[src/sv/u8u16_pkg.sv]
// Shared types, constants and helper functions of the UTF-8 to UTF-16 decoder.
`default_nettype none
package u8u16_pkg;

  localparam int unsigned UnitW = 16;
  localparam int unsigned LenW  = 3;

  localparam logic [15:0] Replacement = 16'hFFFD;
  localparam logic [31:0] MaxBmp      = 32'h0000_FFFF;
  localparam logic [31:0] MaxCode     = 32'h0010_FFFF;
  localparam logic [19:0] SuppBase    = 20'h1_0000;
  localparam logic [15:0] HighSurr    = 16'hD800;
  localparam logic [15:0] LowSurr     = 16'hDC00;

  typedef enum logic [1:0] {
    ST_OK      = 2'd0,
    ST_ILLEGAL = 2'd1,
    ST_TRUNC   = 2'd2
  } status_t;

  typedef struct packed {
    logic [UnitW-1:0] code_unit;
    logic [1:0]       status;
    logic [LenW-1:0]  bad_length;
    logic             last_of_run;
  } result_t;

  // Up to two results made by one input byte.
  typedef struct packed {
    logic [1:0] count;
    result_t    first;
    result_t    second;
  } push_t;

  function automatic result_t make_result(logic [UnitW-1:0] unit, status_t st,
                                          logic [LenW-1:0] blen, logic last);
    result_t r;
    r.code_unit   = unit;
    r.status      = st;
    r.bad_length  = blen;
    r.last_of_run = last;
    return r;
  endfunction

  // Sequence length announced by a lead byte; 0 means not a valid lead.
  function automatic logic [LenW-1:0] lead_length(logic [7:0] b);
    logic [LenW-1:0] len;
    priority casez (b)
      8'b0???_????: len = 3'd1;
      8'b10??_????: len = 3'd0;
      8'b110?_????: len = 3'd2;
      8'b1110_????: len = 3'd3;
      8'b1111_0???: len = 3'd4;
      8'b1111_10??: len = 3'd5;
      8'b1111_110?: len = 3'd6;
      default:      len = 3'd0;
    endcase
    return len;
  endfunction

  // Sum of the lead and trail marker bits for each sequence length.
  function automatic logic [31:0] seq_offset(logic [LenW-1:0] len);
    logic [31:0] off;
    unique case (len)
      3'd2:        off = 32'h0000_3080;
      3'd3:        off = 32'h000E_2080;
      3'd4:        off = 32'h03C8_2080;
      3'd5:        off = 32'hFA08_2080;
      3'd6, 3'd7:  off = 32'h8208_2080;
      default:     off = 32'h0000_0000;
    endcase
    return off;
  endfunction

endpackage
`default_nettype wire

[src/sv/u8u16_if.sv]
// Valid/ready channel interfaces for input bytes and output code units.
`default_nettype none
interface u8u16_byte_if;
  logic       valid;
  logic       ready;
  logic [7:0] byte_value;
  logic       last_in_stream;

  modport source (output valid, output byte_value, output last_in_stream, input ready);
  modport sink (input valid, input byte_value, input last_in_stream, output ready);
endinterface

interface u8u16_unit_if;
  logic        valid;
  logic        ready;
  logic [15:0] code_unit;
  logic [1:0]  status;
  logic [2:0]  bad_length;
  logic        last_of_run;

  modport source (output valid, output code_unit, output status, output bad_length,
                  output last_of_run, input ready);
  modport sink (input valid, input code_unit, input status, input bad_length,
                input last_of_run, output ready);
endinterface
`default_nettype wire

[src/sv/u8u16_decode.sv]
// Sequence state and per-byte decode into zero, one or two code units.
`default_nettype none
module u8u16_decode (
  input  logic                clk,
  input  logic                rst,
  input  logic                accept,
  input  logic [7:0]          byte_value,
  input  logic                last_in_stream,
  output u8u16_pkg::push_t    push
);
  import u8u16_pkg::*;

  logic [LenW-1:0] expected_length, expected_length_next;
  logic [LenW-1:0] bytes_seen, bytes_seen_next;
  logic [31:0]     accumulator, accumulator_next;

  logic [31:0]     acc_shift;
  logic [LenW-1:0] seen_inc;
  logic [31:0]     ch;
  logic [19:0]     supp;
  logic [LenW-1:0] lead;
  push_t           res;

  assign acc_shift = {accumulator[25:0], 6'b0} + {24'b0, byte_value};
  assign seen_inc  = bytes_seen + 3'd1;
  assign ch        = acc_shift - seq_offset(expected_length);
  assign supp      = ch[19:0] - SuppBase;
  assign lead      = lead_length(byte_value);

  always_comb begin
    expected_length_next = expected_length;
    bytes_seen_next      = bytes_seen;
    accumulator_next     = accumulator;
    res                  = '0;
    if (expected_length == 3'd0) begin
      priority if (lead == 3'd1) begin
        res.count = 2'd1;
        res.first = make_result({8'h00, byte_value}, ST_OK, 3'd0, 1'b1);
      end else if (lead == 3'd0) begin
        res.count = 2'd1;
        res.first = make_result(Replacement, ST_ILLEGAL, 3'd1, 1'b1);
      end else if (last_in_stream) begin
        res.count = 2'd1;
        res.first = make_result(Replacement, ST_TRUNC, 3'd0, 1'b1);
      end else begin
        expected_length_next = lead;
        bytes_seen_next      = 3'd1;
        accumulator_next     = {24'b0, byte_value};
      end
    end else if (byte_value[7:6] != 2'b10) begin
      expected_length_next = '0;
      bytes_seen_next      = '0;
      accumulator_next     = '0;
      res.count            = 2'd1;
      res.first            = make_result(Replacement, ST_ILLEGAL, bytes_seen, 1'b1);
    end else if (seen_inc >= expected_length) begin
      expected_length_next = '0;
      bytes_seen_next      = '0;
      accumulator_next     = '0;
      priority if (ch > MaxCode) begin
        res.count = 2'd1;
        res.first = make_result(Replacement, ST_ILLEGAL, expected_length, 1'b1);
      end else if (ch <= MaxBmp) begin
        res.count = 2'd1;
        res.first = make_result(ch[15:0], ST_OK, 3'd0, 1'b1);
      end else begin
        res.count  = 2'd2;
        res.first  = make_result({6'b0, supp[19:10]} + HighSurr, ST_OK, 3'd0, 1'b0);
        res.second = make_result({6'b0, supp[9:0]} + LowSurr, ST_OK, 3'd0, 1'b1);
      end
    end else if (last_in_stream) begin
      expected_length_next = '0;
      bytes_seen_next      = '0;
      accumulator_next     = '0;
      res.count            = 2'd1;
      res.first            = make_result(Replacement, ST_TRUNC, 3'd0, 1'b1);
    end else begin
      bytes_seen_next  = seen_inc;
      accumulator_next = acc_shift;
    end
  end

  always_comb begin
    push = res;
    if (!accept) begin
      push.count = 2'd0;
    end
  end

  always_ff @(posedge clk) begin
    if (rst) begin
      expected_length <= '0;
      bytes_seen      <= '0;
      accumulator     <= '0;
    end else if (accept) begin
      expected_length <= expected_length_next;
      bytes_seen      <= bytes_seen_next;
      accumulator     <= accumulator_next;
    end
  end

endmodule
`default_nettype wire

[src/sv/u8u16_outq.sv]
// Four-entry result queue, takes up to two results per cycle, sends one while ready is high.
`default_nettype none
module u8u16_outq (
  input  logic                clk,
  input  logic                rst,
  input  u8u16_pkg::push_t    push,
  output logic                room,
  output logic                valid,
  input  logic                ready,
  output u8u16_pkg::result_t  head
);
  import u8u16_pkg::*;

  result_t    q [4];
  logic [1:0] wr_ptr, rd_ptr;
  logic [2:0] count, count_next;
  logic       pop;

  assign valid      = count != 3'd0;
  assign pop        = valid && ready;
  assign room       = count <= 3'd2;
  assign head       = q[rd_ptr];
  assign count_next = count + {1'b0, push.count} - {2'b0, pop};

  always_ff @(posedge clk) begin
    if (push.count != 2'd0) begin
      q[wr_ptr] <= push.first;
    end
    if (push.count == 2'd2) begin
      q[wr_ptr + 2'd1] <= push.second;
    end
  end

  always_ff @(posedge clk) begin
    if (rst) begin
      wr_ptr <= '0;
      rd_ptr <= '0;
      count  <= '0;
    end else begin
      wr_ptr <= wr_ptr + push.count;
      rd_ptr <= rd_ptr + {1'b0, pop};
      count  <= count_next;
    end
  end

endmodule
`default_nettype wire

[src/sv/utf8_to_utf16_decoder.sv]
// Top level of the UTF-8 to UTF-16 decoder.
//
//  channel  dir  beat contents
//  -------  ---  ------------------------------------------------------
//  bytes    in   byte_value[7:0], last_in_stream
//  units    out  code_unit[15:0], status[1:0], bad_length[2:0], last_of_run
//
// One byte per cycle; the byte is decoded the cycle it is taken and its
// results sit in a four-entry queue. A supplementary character takes at least
// four bytes and gives two beats, so the single output port keeps up with one
// byte per cycle. bytes.ready is high while the queue holds two or fewer
// units, so stalls on units backpressure bytes once three beats are queued.
// Reset (synchronous, rst high) closes any open sequence and empties the queue.
`default_nettype none
module utf8_to_utf16_decoder (
  input  logic                clk,
  input  logic                rst,
  u8u16_byte_if.sink          bytes,
  u8u16_unit_if.source        units
);
  import u8u16_pkg::*;

  push_t   push;
  result_t head;
  logic    room;
  logic    accept;

  assign bytes.ready = room;
  assign accept      = bytes.valid && room;

  u8u16_decode u_decode (
    .clk            (clk),
    .rst            (rst),
    .accept         (accept),
    .byte_value     (bytes.byte_value),
    .last_in_stream (bytes.last_in_stream),
    .push           (push)
  );

  u8u16_outq u_outq (
    .clk   (clk),
    .rst   (rst),
    .push  (push),
    .room  (room),
    .valid (units.valid),
    .ready (units.ready),
    .head  (head)
  );

  assign units.code_unit   = head.code_unit;
  assign units.status      = head.status;
  assign units.bad_length  = head.bad_length;
  assign units.last_of_run = head.last_of_run;

endmodule
`default_nettype wire

[src/flat_wrapper.sv]
// flat-port wrapper written by rule: the top's interface ports become plain ports
module utf8_to_utf16_decoder_flat import u8u16_pkg::*;
  (clk, rst, bytes_valid, bytes_byte_value, bytes_last_in_stream, bytes_ready, units_valid, units_code_unit, units_status, units_bad_length, units_last_of_run, units_ready);
  u8u16_byte_if bytes_i ();
  u8u16_unit_if units_i ();
  input  logic clk;
  input  logic rst;
  input wire logic [$bits(bytes_i.valid)-1:0] bytes_valid;
  input wire logic [$bits(bytes_i.byte_value)-1:0] bytes_byte_value;
  input wire logic [$bits(bytes_i.last_in_stream)-1:0] bytes_last_in_stream;
  output wire logic [$bits(bytes_i.ready)-1:0] bytes_ready;
  output wire logic [$bits(units_i.valid)-1:0] units_valid;
  output wire logic [$bits(units_i.code_unit)-1:0] units_code_unit;
  output wire logic [$bits(units_i.status)-1:0] units_status;
  output wire logic [$bits(units_i.bad_length)-1:0] units_bad_length;
  output wire logic [$bits(units_i.last_of_run)-1:0] units_last_of_run;
  input wire logic [$bits(units_i.ready)-1:0] units_ready;
  assign bytes_i.valid = bytes_valid;
  assign bytes_i.byte_value = bytes_byte_value;
  assign bytes_i.last_in_stream = bytes_last_in_stream;
  assign bytes_ready = bytes_i.ready;
  assign units_valid = units_i.valid;
  assign units_code_unit = units_i.code_unit;
  assign units_status = units_i.status;
  assign units_bad_length = units_i.bad_length;
  assign units_last_of_run = units_i.last_of_run;
  assign units_i.ready = units_ready;
  utf8_to_utf16_decoder u_core (.clk(clk), .rst(rst), .bytes(bytes_i), .units(units_i));
endmodule
[config.mk]
export PLATFORM = sky130hd
export DESIGN_NAME = utf8_to_utf16_decoder_flat
export DESIGN_NICKNAME = d
export VERILOG_FILES = /design/src/sv/u8u16_pkg.sv /design/src/sv/u8u16_if.sv /design/src/sv/u8u16_decode.sv /design/src/sv/u8u16_outq.sv /design/src/sv/utf8_to_utf16_decoder.sv /design/src/flat_wrapper.sv
export SDC_FILE = /design/constraint.sdc
export NUM_CORES = 1
export LEC_CHECK = 0
export BUFFER_PORTS_ARGS = -buffer_cell sky130_fd_sc_hd__buf_2
export CORE_ASPECT_RATIO = 0.9
export CORE_UTILIZATION = 60
export CTS_CLUSTER_SIZE = 24
export DETAILED_ROUTE_END_ITERATION = 10
export HOLD_SLACK_MARGIN = 0.03
export PLACE_DENSITY = 0.75
export RECOVER_POWER = 25
export SLEW_MARGIN = 20
export SYNTH_ARGS = -nofsm -noshare
export SYNTH_HDL_FRONTEND = slang
export SYNTH_SLANG_ARGS = --single-unit
[constraint.sdc]
create_clock -name clk -period 11.6 [get_ports clk]
set_input_delay 2.32 -clock clk [delete_from_list [all_inputs] [get_ports clk]]
set_output_delay 2.32 -clock clk [all_outputs]
set_load 0.1 [all_outputs]
---- Yosys cells after proc, flatten, opt, wreduce, memory -nomap -nowiden ----
Memories as Yosys holds them, arrays and structs flattened. A register that Yosys moved wholly into a read port is not among the register bits.
Cells that the tools add are included.
storage, ports and cells
  flip-flop bits (word level) ............. 39
  output and inout port bits .............. 24
  memory bits (writable) .................. 88
  memories ................................ 1
memories
  name             words  width  rd ports  clocked after memory_dff  wr ports  RTL line          RTL
  u_core.u_outq.q  4      22     1         1                         2         u8u16_outq.sv:14  result_t q [4];
cells by class
  mux-type cells .......................... 42
  equal/unequal tests ..................... 17
  bitwise gates (word level) .............. 1
  add/subtract/negate cells ............... 11
  magnitude comparators ................... 4
  reductions and logical operators ........ 10
operators by type and width
  cell                    number
  $mux 26                 7
  $pmux 32 s5             1
  $mux 24                 5
  $mux 22                 5
  $mux 23                 3
  $mux 3                  14
  $add 11x15->16 const B  2
  $add 32x8->32           1
  $gt 32x21->1 const B    1
  $le 32x16->1 const B    1
  $sub 32x32->32          1
  $sub 20x17->20 const B  1
  $pmux 3 s6              1
  $eq 3x3->1 const B      5
  $ne 2x2->1 const B      4
  $eq 7x7->1 const B      1
  $eq 3x2->1 const B      2
  $eq 6x6->1 const B      1
  $logic_not 3->1         2
  $eq 5x5->1 const B      1
  $reduce_and 5->1        1
  $eq 4x4->1 const B      1
  $mux 1                  4
  $mux 2                  2
  other kinds (17)        18

---- Longest topological paths before layout ----
Gate-level depths: netlist of run 1.
  depth in word-level cells ............... 15
  mapped depth ............................ 28
  depth with buffers taken out ............ 27

---- By module ----
A second synthesis of run 1 with hierarchy kept.
second synthesis, totals
  cell total of the unflattened synthesis .. 830
  area, all modules ....................... 8,697.1 um^2
modules (own cells, without submodules)
  module                 sequential area each (um^2)  area an instance (um^2)  times used  cells an instance
  u8u16_outq             2,782.7                      4,732.0                  1           259
  u8u16_decode           640.6                        3,958.8                  1           570
  utf8_to_utf16_decoder  0.0                          6.3                      1           1

---- Least setup slack after synthesis of run 1 ----
No wires, ideal clock.
  path type ............................... input to register
  start point ............................. input bytes_byte_value[6]
  end point ............................... register u_core.u_outq.count[1]
  setup time .............................. 0.128 ns
  stages on the path ...................... 27
  slack ................................... 3.716 ns
  required time ........................... 11.472 ns
  arrival time ............................ 7.757 ns
  path through ............................ ha_1 inv_1 fa_1 nand3b_2 nor3_1 nand2_1 xnor2_1 ha_1 clkbuf_1 o21a_1 nor2_1 nor2b_1 a21oi_1 o21ai_1 a2111o_1 o211ai_2 o2111ai_1 or4_4 buf_6 nor3_1 nor2_1 inv_1 ha_1 inv_1 ha_1 fa_1 nor2b_1
on the way
  longest elaborated chain between the ends .. 11
  elaborated cells between the ends (all ways) .. 23
ends and longest elaborated chain
  element                                RTL line            RTL
  start: declaration                     flat_wrapper.sv:9   input wire logic [$bits(bytes_i.byte_value)-1:0] bytes_byte_value;
  $add 32x8->32                          u8u16_decode.sv:24  assign acc_shift = {accumulator[25:0], 6'b0} + {24'b0, byte_value};
  $sub 32x32->32                         u8u16_decode.sv:26  assign ch = acc_shift - seq_offset(expected_length);
  $le 32x16->1                           u8u16_decode.sv:63  end else if (ch <= MaxBmp) begin
  $mux 24                                u8u16_decode.sv:63
  $mux 24                                u8u16_decode.sv:60  priority if (ch > MaxCode) begin
  $mux 24                                u8u16_decode.sv:56  end else if (seen_inc >= expected_length) begin
  $mux 24                                u8u16_decode.sv:50  end else if (byte_value[7:6] != 2'b10) begin
  $mux 24 *                              u8u16_decode.sv:35  if (expected_length == 3'd0) begin
  $mux 2 *                               u8u16_decode.sv:85  if (!accept) begin
  $add 3x2->3 *                          u8u16_outq.sv:23    assign count_next = count + {1'b0, push.count} - {2'b0, pop};
  $sub 3x1->3 *                          u8u16_outq.sv:23
  named net u_core.u_outq.count_next[1]  u8u16_outq.sv:16    logic [2:0] count, count_next;
  end signal: assignment                 u8u16_outq.sv:42    count <= count_next;
  end: declaration                       u8u16_outq.sv:16
The timed path passes the listed nets; every way through them passes the cells marked *.
A chain may end at the register's enable or synchronous reset.

---- Worst setup path after layout of run 1 ----
Same ends and word-level chain as after synthesis.

==> metrics list, run 1 <==
* Post-Layout Inst Area: roughly 9000 sq um
- Post-synth top area cell: sky130_fd_sc_hd__edfxtp_1
* Number of warnings issued by yosys: 0
* Total of endpoints with negative setup slack in the final report: 0
- Gates resized during post-CTS repair numbered 0.
- Buffers inserted to repair hold after CTS numbered 0.
* Required time of the critical path: roughly 12 ns
- The die is 125 um wide.
- Initial Utilization: about three fifths
- The total area inside the core boundary comes to ~13,000 sq um.
- Net switching is 44.8% of the power.
- The initial antenna violation count came to 0.
* Number of max-capacitance violations reported: 2
- Global placer's final weighted congestion: around 0.95
- Most used flip-flop cell after synthesis: sky130_fd_sc_hd__edfxtp_1
- Port buffering added 36 buffers.
- Highest-delay cell along the critical path: sky130_fd_sc_hd__or4_4
* Internal power: ~0.0011 W
- Cells taking the most area after synthesis: sky130_fd_sc_hd__edfxtp_1, sky130_fd_sc_hd__dfxtp_1, sky130_fd_sc_hd__mux4_2
* Remaining number of nets flagged by the antenna check after routing: 0
- Worst r2r src: u_core.u_decode.accumulator[0]
- Clock root buffer: sky130_fd_sc_hd__clkbuf_16
* Mapped Cells: about 890
- TritonCTS built the clock tree.
- Register-to-Register Setup Slack: between 4 and 5 ns
- Synthesized flop and latch total: around 130
* Launch point of the worst hold path: u_core.u_outq.q[0][5]
- In the global route stage, overall resource usage came out at between 30% and 40%.
* Post-placement cell area: 8440 sq um
- The number of global-route vias before repair was approximately 7,000.
- Iter 0 DRT Violations: between 900 and 1,000
- Worst setup path startpoint: bytes_byte_value[6]
- Using the TritonRoute via totals, the vias-per-cell ratio works out to about 7.0.
- 37 I/O pins were placed.
- The first global-routing pass estimated 38,000 um of wire.
* Sum of buffers and inverters on the critical path: 4
- Top-count cell post-synth: sky130_fd_sc_hd__nand2_1
- Sequential cells account for between 30% and 40% of the total power.
- WS Path Type: input pin to register
- Peak ir drop on the vdd network: roughly 0.15 mV
* Signed area change from the synthesized netlist to the final layout: 10.0%
- Setup repair after global routing left no endpoint under its margin.
- Sort of element at the end of the critical path: register
* Cell occurring most often along the worst timing path: sky130_fd_sc_hd__ha_1
- The share of total power dissipated in the clock network is approximately 28%.
* Worst slew margin relative to its limit: -29.0%
- The cell area that synthesis handed to floorplanning was around 8000 sq um.
* Result of the run: complete, but fails checks
* Number of core rows: 40
- For this run, the detailed router's first-pass iteration total came to 8.
- By count the netlist is led by sky130_fd_sc_hd__nand2_1, sky130_fd_sc_hd__nor2_1, sky130_fd_sc_hd__edfxtp_1.
- Cell family with the largest share of critical-path delay: simple AND/OR/NAND/NOR gates
- Clock net sink count: about 130
- Fraction of the cycle the final worst path needs: between 70% and 80%
- The total overflow left after global routing is 0.
- Summed over all cells, the static leakage comes to around 3.3 nW.
* Clock-pin slew reported for the worst setup and hold paths after clock tree synthesis: 0.06 ns
- Largest net degree at the start of global routing: 40
- Post-CTS setup buffer count: 0
* CTS Buf Count: 17
- The clock period could shrink to around 8.7 ns.
- The checks that failed: DRC, capacitance limit, slew limit.
- Number of enable-type register cells in the synthesized netlist: 64
- Pwr per Cell Area: approximately 220 nW/um^2
- When the netlist entered floorplanning its net count stood at 934.
- DR vias: approximately 7,600
- For this run, the slowest stage of the critical path takes 0.68 ns.
* H-tree level count: 4
* Register area share after synthesis: between 30% and 40%
- Share of flip-flops with an asynchronous set or reset: 0%
- Final Hold Violating Endpoints: 0
- Kind of start point of the critical path: input pin
- WL final: 24,100 um
- Clock skew: 0.0153 ns
- WP data arrival: roughly 8.9 ns
- In this run the worst hold path is classified as register to register.
* Highest achievable clock rate: approximately 0.12 GHz
* Slew of the pin with the lowest slew margin: 1.93 ns
- Summed over its instances, the top area cell type makes up a little under a quarter of the synthesized netlist area.
* Average cell area after synthesis: 9.15 sq um
* Clock latency of the later-clocked register in the worst-skew pair: about 0.43 ns
- Net count, final: about 950
- In the final layout, the share of cells above drive strength 1 is between 10% and 20%.
- Of all nets on the critical path, the largest fanout is 14.
- Sw Pwr: 0.000879 W
- Post-detail-place hpwl: ~18,000 um
- Wirelength per Cell: roughly 22 um
* Number of inserted diodes: 0
- The max-slew violation count is between 60 and 70.
- After routing, the total negative slack on setup checks comes to 0 ns.
- CTS Buffer Depth: 2
* DR DRC count: 7
- Cell variety after synth: 80
* Die Y-Extent: ~110 um
- Area of the die: between 10,000 and 15,000 sq um
- Proportion of power drawn by combinational gates: between 40% and 50%
power groups by stage:
stage / Combinational (W) / Clock [W] / Sequential (W)
floorplan: 0.000700 / 0 / 0.000576
global placement: 0.000815 / 0 / 0.000594
detailed placement: 0.000827 / 0 / 0.000597
CTS: 0.000831 / 0.000546 / 0.000588
global route: 0.000867 / 0.000564 / 0.000595
finish: 0.000828 / 0.000544 / 0.000589
sequential cells by signal, summed over array words and instances, names as in the netlist:
| signal | cells |
|---|---|
| u_core.u_decode.accumulator | 26 |
| u_core.u_decode.bytes_seen | 3 |
| u_core.u_decode.expected_length | 3 |
| u_core.u_outq.count | 3 |
| u_core.u_outq.q | 88 |
| u_core.u_outq.rd_ptr | 2 |
| u_core.u_outq.wr_ptr | 2 |
layer usage:
metal  track usage, %  share of wire, %  wire length (um)  vias up
met5                0                 0                 0        -
met4             11.4               1.8               437        0
met3             6.48               9.8              2350       41
met2             54.6                45             10900      469
met1             49.8                43             10300     3676
li1                 -                 -                 -     3439
cell usage in the layout, fill, tap and decap left out, drive strengths merged, types with 10 or more instances in the layout:
cell,synthesis,final
a211oi,16,16
nor4,14,14
xor2,14,14
nand2b,12,12
inv,24,26
mux4,22,22
o2bb2ai,18,18
a22oi,23,23
nand4,13,13
dfxtp,63,63
nor3,33,33
nor2,98,98
edfxtp,64,64
clkbuf,34,44
nand3,34,34
ha,26,26
o21ai,61,61
or3,10,10
nand2,99,99
xnor2,29,29
buf,7,14
a21oi,40,40
worst paths after layout:
| kind | depth (start not counted) | endpoint |
|---|---|---|
| min reg2reg | 2 | u_core.u_outq.q[0][5] |
| max reg2reg | 25 | u_core.u_outq.count[1] |
| max | 26 | u_core.u_outq.count[1] |
| min | 2 | u_core.u_outq.q[0][5] |
logic make-up after synthesis:
kind of cell	after synthesis	synth area share [%]
XOR/XNOR	43	4.61
AO/OA/AOI/OAI	252	21.1
buffers and inverters	65	3.15
flip-flops	127	39.0
adder cells (fa/ha/maj)	28	4.47
multiplexers	25	6.45
AND/OR/NAND/NOR	353	21.3
through the flow:
stage / hold WS (ns) / power (W) / std cells / setup slack [ns] / util, %
6_report: 0.461 / 0.00196 / 1093 / 2.93 / 67.5
4_1_cts: 0.462 / 0.00196 / 1093 / 3.16 / 67.8
3_5_place_dp: 0.454 / 0.00142 / 1061 / 2.75 / 63.4
3_3_place_gp: 0.444 / 0.00141 / 1061 / 2.96 / 63.4
5_1_grt: 0.480 / 0.00203 / 1093 / 2.59 / 67.5
2_1_floorplan: 0.428 / 0.00128 / 893 / 3.72 / -
area by class of cell:
type	instances	area (sq um)
repair buffers	41	179
fillers	1084	4320
clock inverters	15	169
inverters	24	90.1
well taps	168	210
clock buffers	17	425
multi-input cells	701	4730
flip-flops and latches	127	3180
worst min-delay path, cell delays in order (launching register included):
cell,delay (ns)
sky130_fd_sc_hd__dfxtp_1,0.31
sky130_fd_sc_hd__nand2_1,0.05
sky130_fd_sc_hd__a21oi_1,0.05
No activity file was read; power rests on OpenSTA's default activity.
==> inputs of run 2 (changes only) <==
--- a/config.mk
+++ b/config.mk
@@ -7,7 +7,7 @@
 export LEC_CHECK = 0
 export BUFFER_PORTS_ARGS = -buffer_cell sky130_fd_sc_hd__buf_2
 export CORE_ASPECT_RATIO = 0.9
-export CORE_UTILIZATION = 60
+export CORE_UTILIZATION = 57
 export CTS_CLUSTER_SIZE = 24
 export DETAILED_ROUTE_END_ITERATION = 10
 export HOLD_SLACK_MARGIN = 0.03
==> constraint.sdc (replaced) <==
create_clock -name clk -period 7.6 [get_ports clk]
set_input_delay 1.52 -clock clk [delete_from_list [all_inputs] [get_ports clk]]
set_output_delay 1.52 -clock clk [all_outputs]
set_load 0.1 [all_outputs]
==> metrics list, run 2 (same netlist as run 1, synthesis figures left out) <==
- Area of the die: 14,800 sq um (+5.2%)
- The data required time at the worst endpoint was 7.89 ns (-3.96 ns).
- Worst setup path startpoint: bytes_byte_value[6]
* Highest achievable clock rate: between 0.1 and 0.15 GHz
* Fraction of the cycle the final worst path needs: 93.2%
- The area of placed instances came to 8630 sq um (+2.3%).
- Slew of the pin with the lowest slew margin: 2.05 ns (+0.113 ns)
* Violated checks: capacitance limit, slew limit
- Final count of pins violating max slew: 24 (-63%)
- The number of iterations in the first detailed-routing pass was 8 (unchanged).
- The net switching power came to 0.00138 W (+57%).
- Wirelength per Cell: 20.7 um (-5.9%)
- The worst vdd rail ir drop was 0.277 mV (+79%).
- Pwr per Cell Area: 330 nW/um^2 (+51%)
* Die Y-Extent: 116 um (+2.6%)
- Relative contribution of sequential cells to total power: 29.3% (-0.8 points)
- DR vias: 7,521 (-1.4%)
* Min-Delay Path Depth: 2 (unchanged)
- Cell occurring most often along the worst timing path: sky130_fd_sc_hd__ha_1
- The setup path with the least slack is of type input pin to register.
- Worst Hold Margin: 0.461 ns (-0.000771 ns)
- Hold-fix buffers, CTS: 0 (unchanged)
- Clock tree from TritonCTS: yes
- DR DRC count: 0 (-7)
- The worst hold path begins at u_core.u_outq.q[0][5].
- Kind of start point of the critical path: input pin
- CTS Buffer Depth: 2 (unchanged)
- The total inserted antenna cells was 0 (unchanged).
- Remaining number of nets flagged by the antenna check after routing: 0 (unchanged)
- The leakage power was 3.40 nW (+3.7%).
- The global placer's final weighted congestion is 0.948 (-0.14%).
- Clock root buffer: sky130_fd_sc_hd__clkbuf_16
* Chip Width: 128 um (+2.6%)
* Clock skew: 0.00736 ns (-0.00791 ns)
* Iter 0 DRT Violations: 999 (+6.6%)
- Final period demand of the worst path: between 7 and 8 ns
- Number of max-capacitance violations reported: 1 (-1)
- The maximum fanout along the worst path came to 14 (unchanged).
- The largest stage delay on the critical path is 0.67 ns (about the same).
* Final Hold Violating Endpoints: 0 (unchanged)
- The number of buffers inserted during clock tree synthesis came to 17 (unchanged).
- The internal power of the cells was 0.00166 W (+53%).
- Type of the tightest min-delay check: register to register
- The largest net degree at the start of global routing came to 40 (unchanged).
- The initial antenna violation count was 0 (unchanged).
- The combinational share of power was 42.9% (+0.7 points).
- The number of instances resized during post-cts repair was 0 (unchanged).
- Overflow left after global routing: 0 (unchanged)
- The port buffer count is 36 (unchanged).
- The switching portion of total power was 45.3% (+0.51 points).
* Highest-delay cell along the critical path: sky130_fd_sc_hd__or4_4
- Result of the run: complete, but fails checks
* Reg2reg path depth: 23 (-8.0%)
* Clock-pin slew reported for the worst setup and hold paths after clock tree synthesis: 0.06 ns (about the same)
- The I/O pin count was 37 (unchanged).
- Commonest cells after routing, fill and taps aside: sky130_fd_sc_hd__nand2_1, sky130_fd_sc_hd__nor2_1, sky130_fd_sc_hd__edfxtp_1
- Summed negative setup slack over all endpoints: 0 ns (unchanged)
* H-tree level count: 4 (unchanged)
* Clock net sink count: 127 (unchanged)
- Mean number of vias per cell: 6.61 (-5.3%)
- Register with the most flip-flops: u_core.u_outq.q
* Number of core rows: 41 (+2.5%)
- Sort of element at the end of the critical path: register
- The number of global-route vias before repair is 6,724 (-3.9%).
- The fraction of final layout cells with drive strength greater than 1 is 12.8% (+2.6 points).
- The final number of setup-violating endpoints came to 0 (unchanged).
* WP data arrival: 7.38 ns (-1.53 ns)
- The clock share of power came to 27.7% (about the same).
- Post-CTS setup buffer count: 0 (unchanged)
* Core footprint: 14,000 sq um (+5.2%)
- Leaving out fill and tap cells, the most frequent cell in the layout is sky130_fd_sc_hd__nand2_1.
- Relative to the synthesized area, the layout overhead comes to 12.5%.
* Unrepaired setup endpoints after global routing: no
* Initial Utilization: 58.3% (-3.0 points)
* Post-Layout Inst Area: 9200 sq um (+2.3%)
- Clock latency of the later-clocked register in the worst-skew pair: 0.44 ns (about the same)
- Worst slew margin relative to its limit: -36.5% (-7.5 points)
* Registers with the most flip-flops: u_core.u_outq.q: 88 flops, u_core.u_decode.accumulator: 26 flops
- The signal on the critical path passes through buf_2 > ha_1 > inv_1 > fa_1 > nand3b_2 > nor3_1 > nand2_1 > xnor2_1 > ha_1 > nand3_1 > a211o_1 > o21ai_1 > a211oi_1 > o211ai_2 > o2111ai_1 > or4_4 > nor3_1 > nor2_1 > inv_1 > ha_1 > inv_1 > ha_1 > fa_1 > nor2b_1.
- The number of nets in the finished design was 973 (+2.1%).
* Worst r2r src: u_core.u_decode.accumulator[0]
- Post-detail-place hpwl: 16,800 um (-5.3%)
- Global-route usage over all layers: 33.2% (-1.9 points)
- First-pass GRT wire length: 37,200 um (-2.0%)
- The routed wire length came to 23,600 um (-2.0%).
* Flip-flop count of the largest register after layout: 88 (unchanged)
[run 2: path summary, 6_finish.rpt]
kind | to | slack [ns]
setup / recovery | u_core.u_outq.count[1] | 0.51
hold / removal | u_core.u_outq.q[0][5] | 0.46
setup reg to reg | u_core.u_outq.count[1] | 1.40
hold reg to reg | u_core.u_outq.q[0][5] | 0.46
[run 2: worst max-delay path, delay by kind of cell]
family	cells	cell delay, ns
AOI/OAI and AO/OA	5	1.35
adders and majority gates	6	1.84
xor gates and xnor gates	1	0.16
buffers and inverters	4	0.36
and+or+nand+nor	8	2.12
[run 2: layout make-up]
cell class | instances | area [sq um]
Clock buffer | 17 | 425
Clock inverter | 15 | 176
Fill cell | 1148 | 4810
Inverter | 24 | 90.1
Multi-Input combinational cell | 701 | 4730
Sequential cell | 127 | 3180
Tap cell | 193 | 241
Timing Repair Buffer | 61 | 344
[run 2: stage by stage]
| step | instances | power, W | setup slack [ns] | util [%] |
|---|---|---|---|---|
| 5_1_grt | 1138 | 0.00316 | 0.0626 | 65.7 |
| 4_1_cts | 1138 | 0.00304 | 0.600 | 65.9 |
| 3_3_place_gp | 1106 | 0.00218 | 0.369 | 61.6 |
| 6_report | 1138 | 0.00304 | 0.514 | 65.7 |
| 2_1_floorplan | 893 | 0.00195 | 0.516 | - |
| 3_5_place_dp | 1106 | 0.00220 | 0.207 | 61.6 |
[run 2: power by group through the flow]
stage	Sequential, W	Combinational [W]	Clock, W
6_report	0.000891	0.00130	0.000842
5_1_grt	0.000900	0.00138	0.000875
4_1_cts	0.000888	0.00131	0.000843
3_5_place_dp	0.000901	0.00130	0
3_3_place_gp	0.000896	0.00128	0
2_1_floorplan	0.000879	0.00107	0
[run 2: metal layers]
| metal | share of wire (%) | global-route usage, % |
|---|---|---|
| met1 | 44 | 49.2 |
| met2 | 43 | 47.7 |
| met3 | 11 | 7.99 |
| met4 | 1.8 | 10.4 |
| met5 | 0 | 0 |
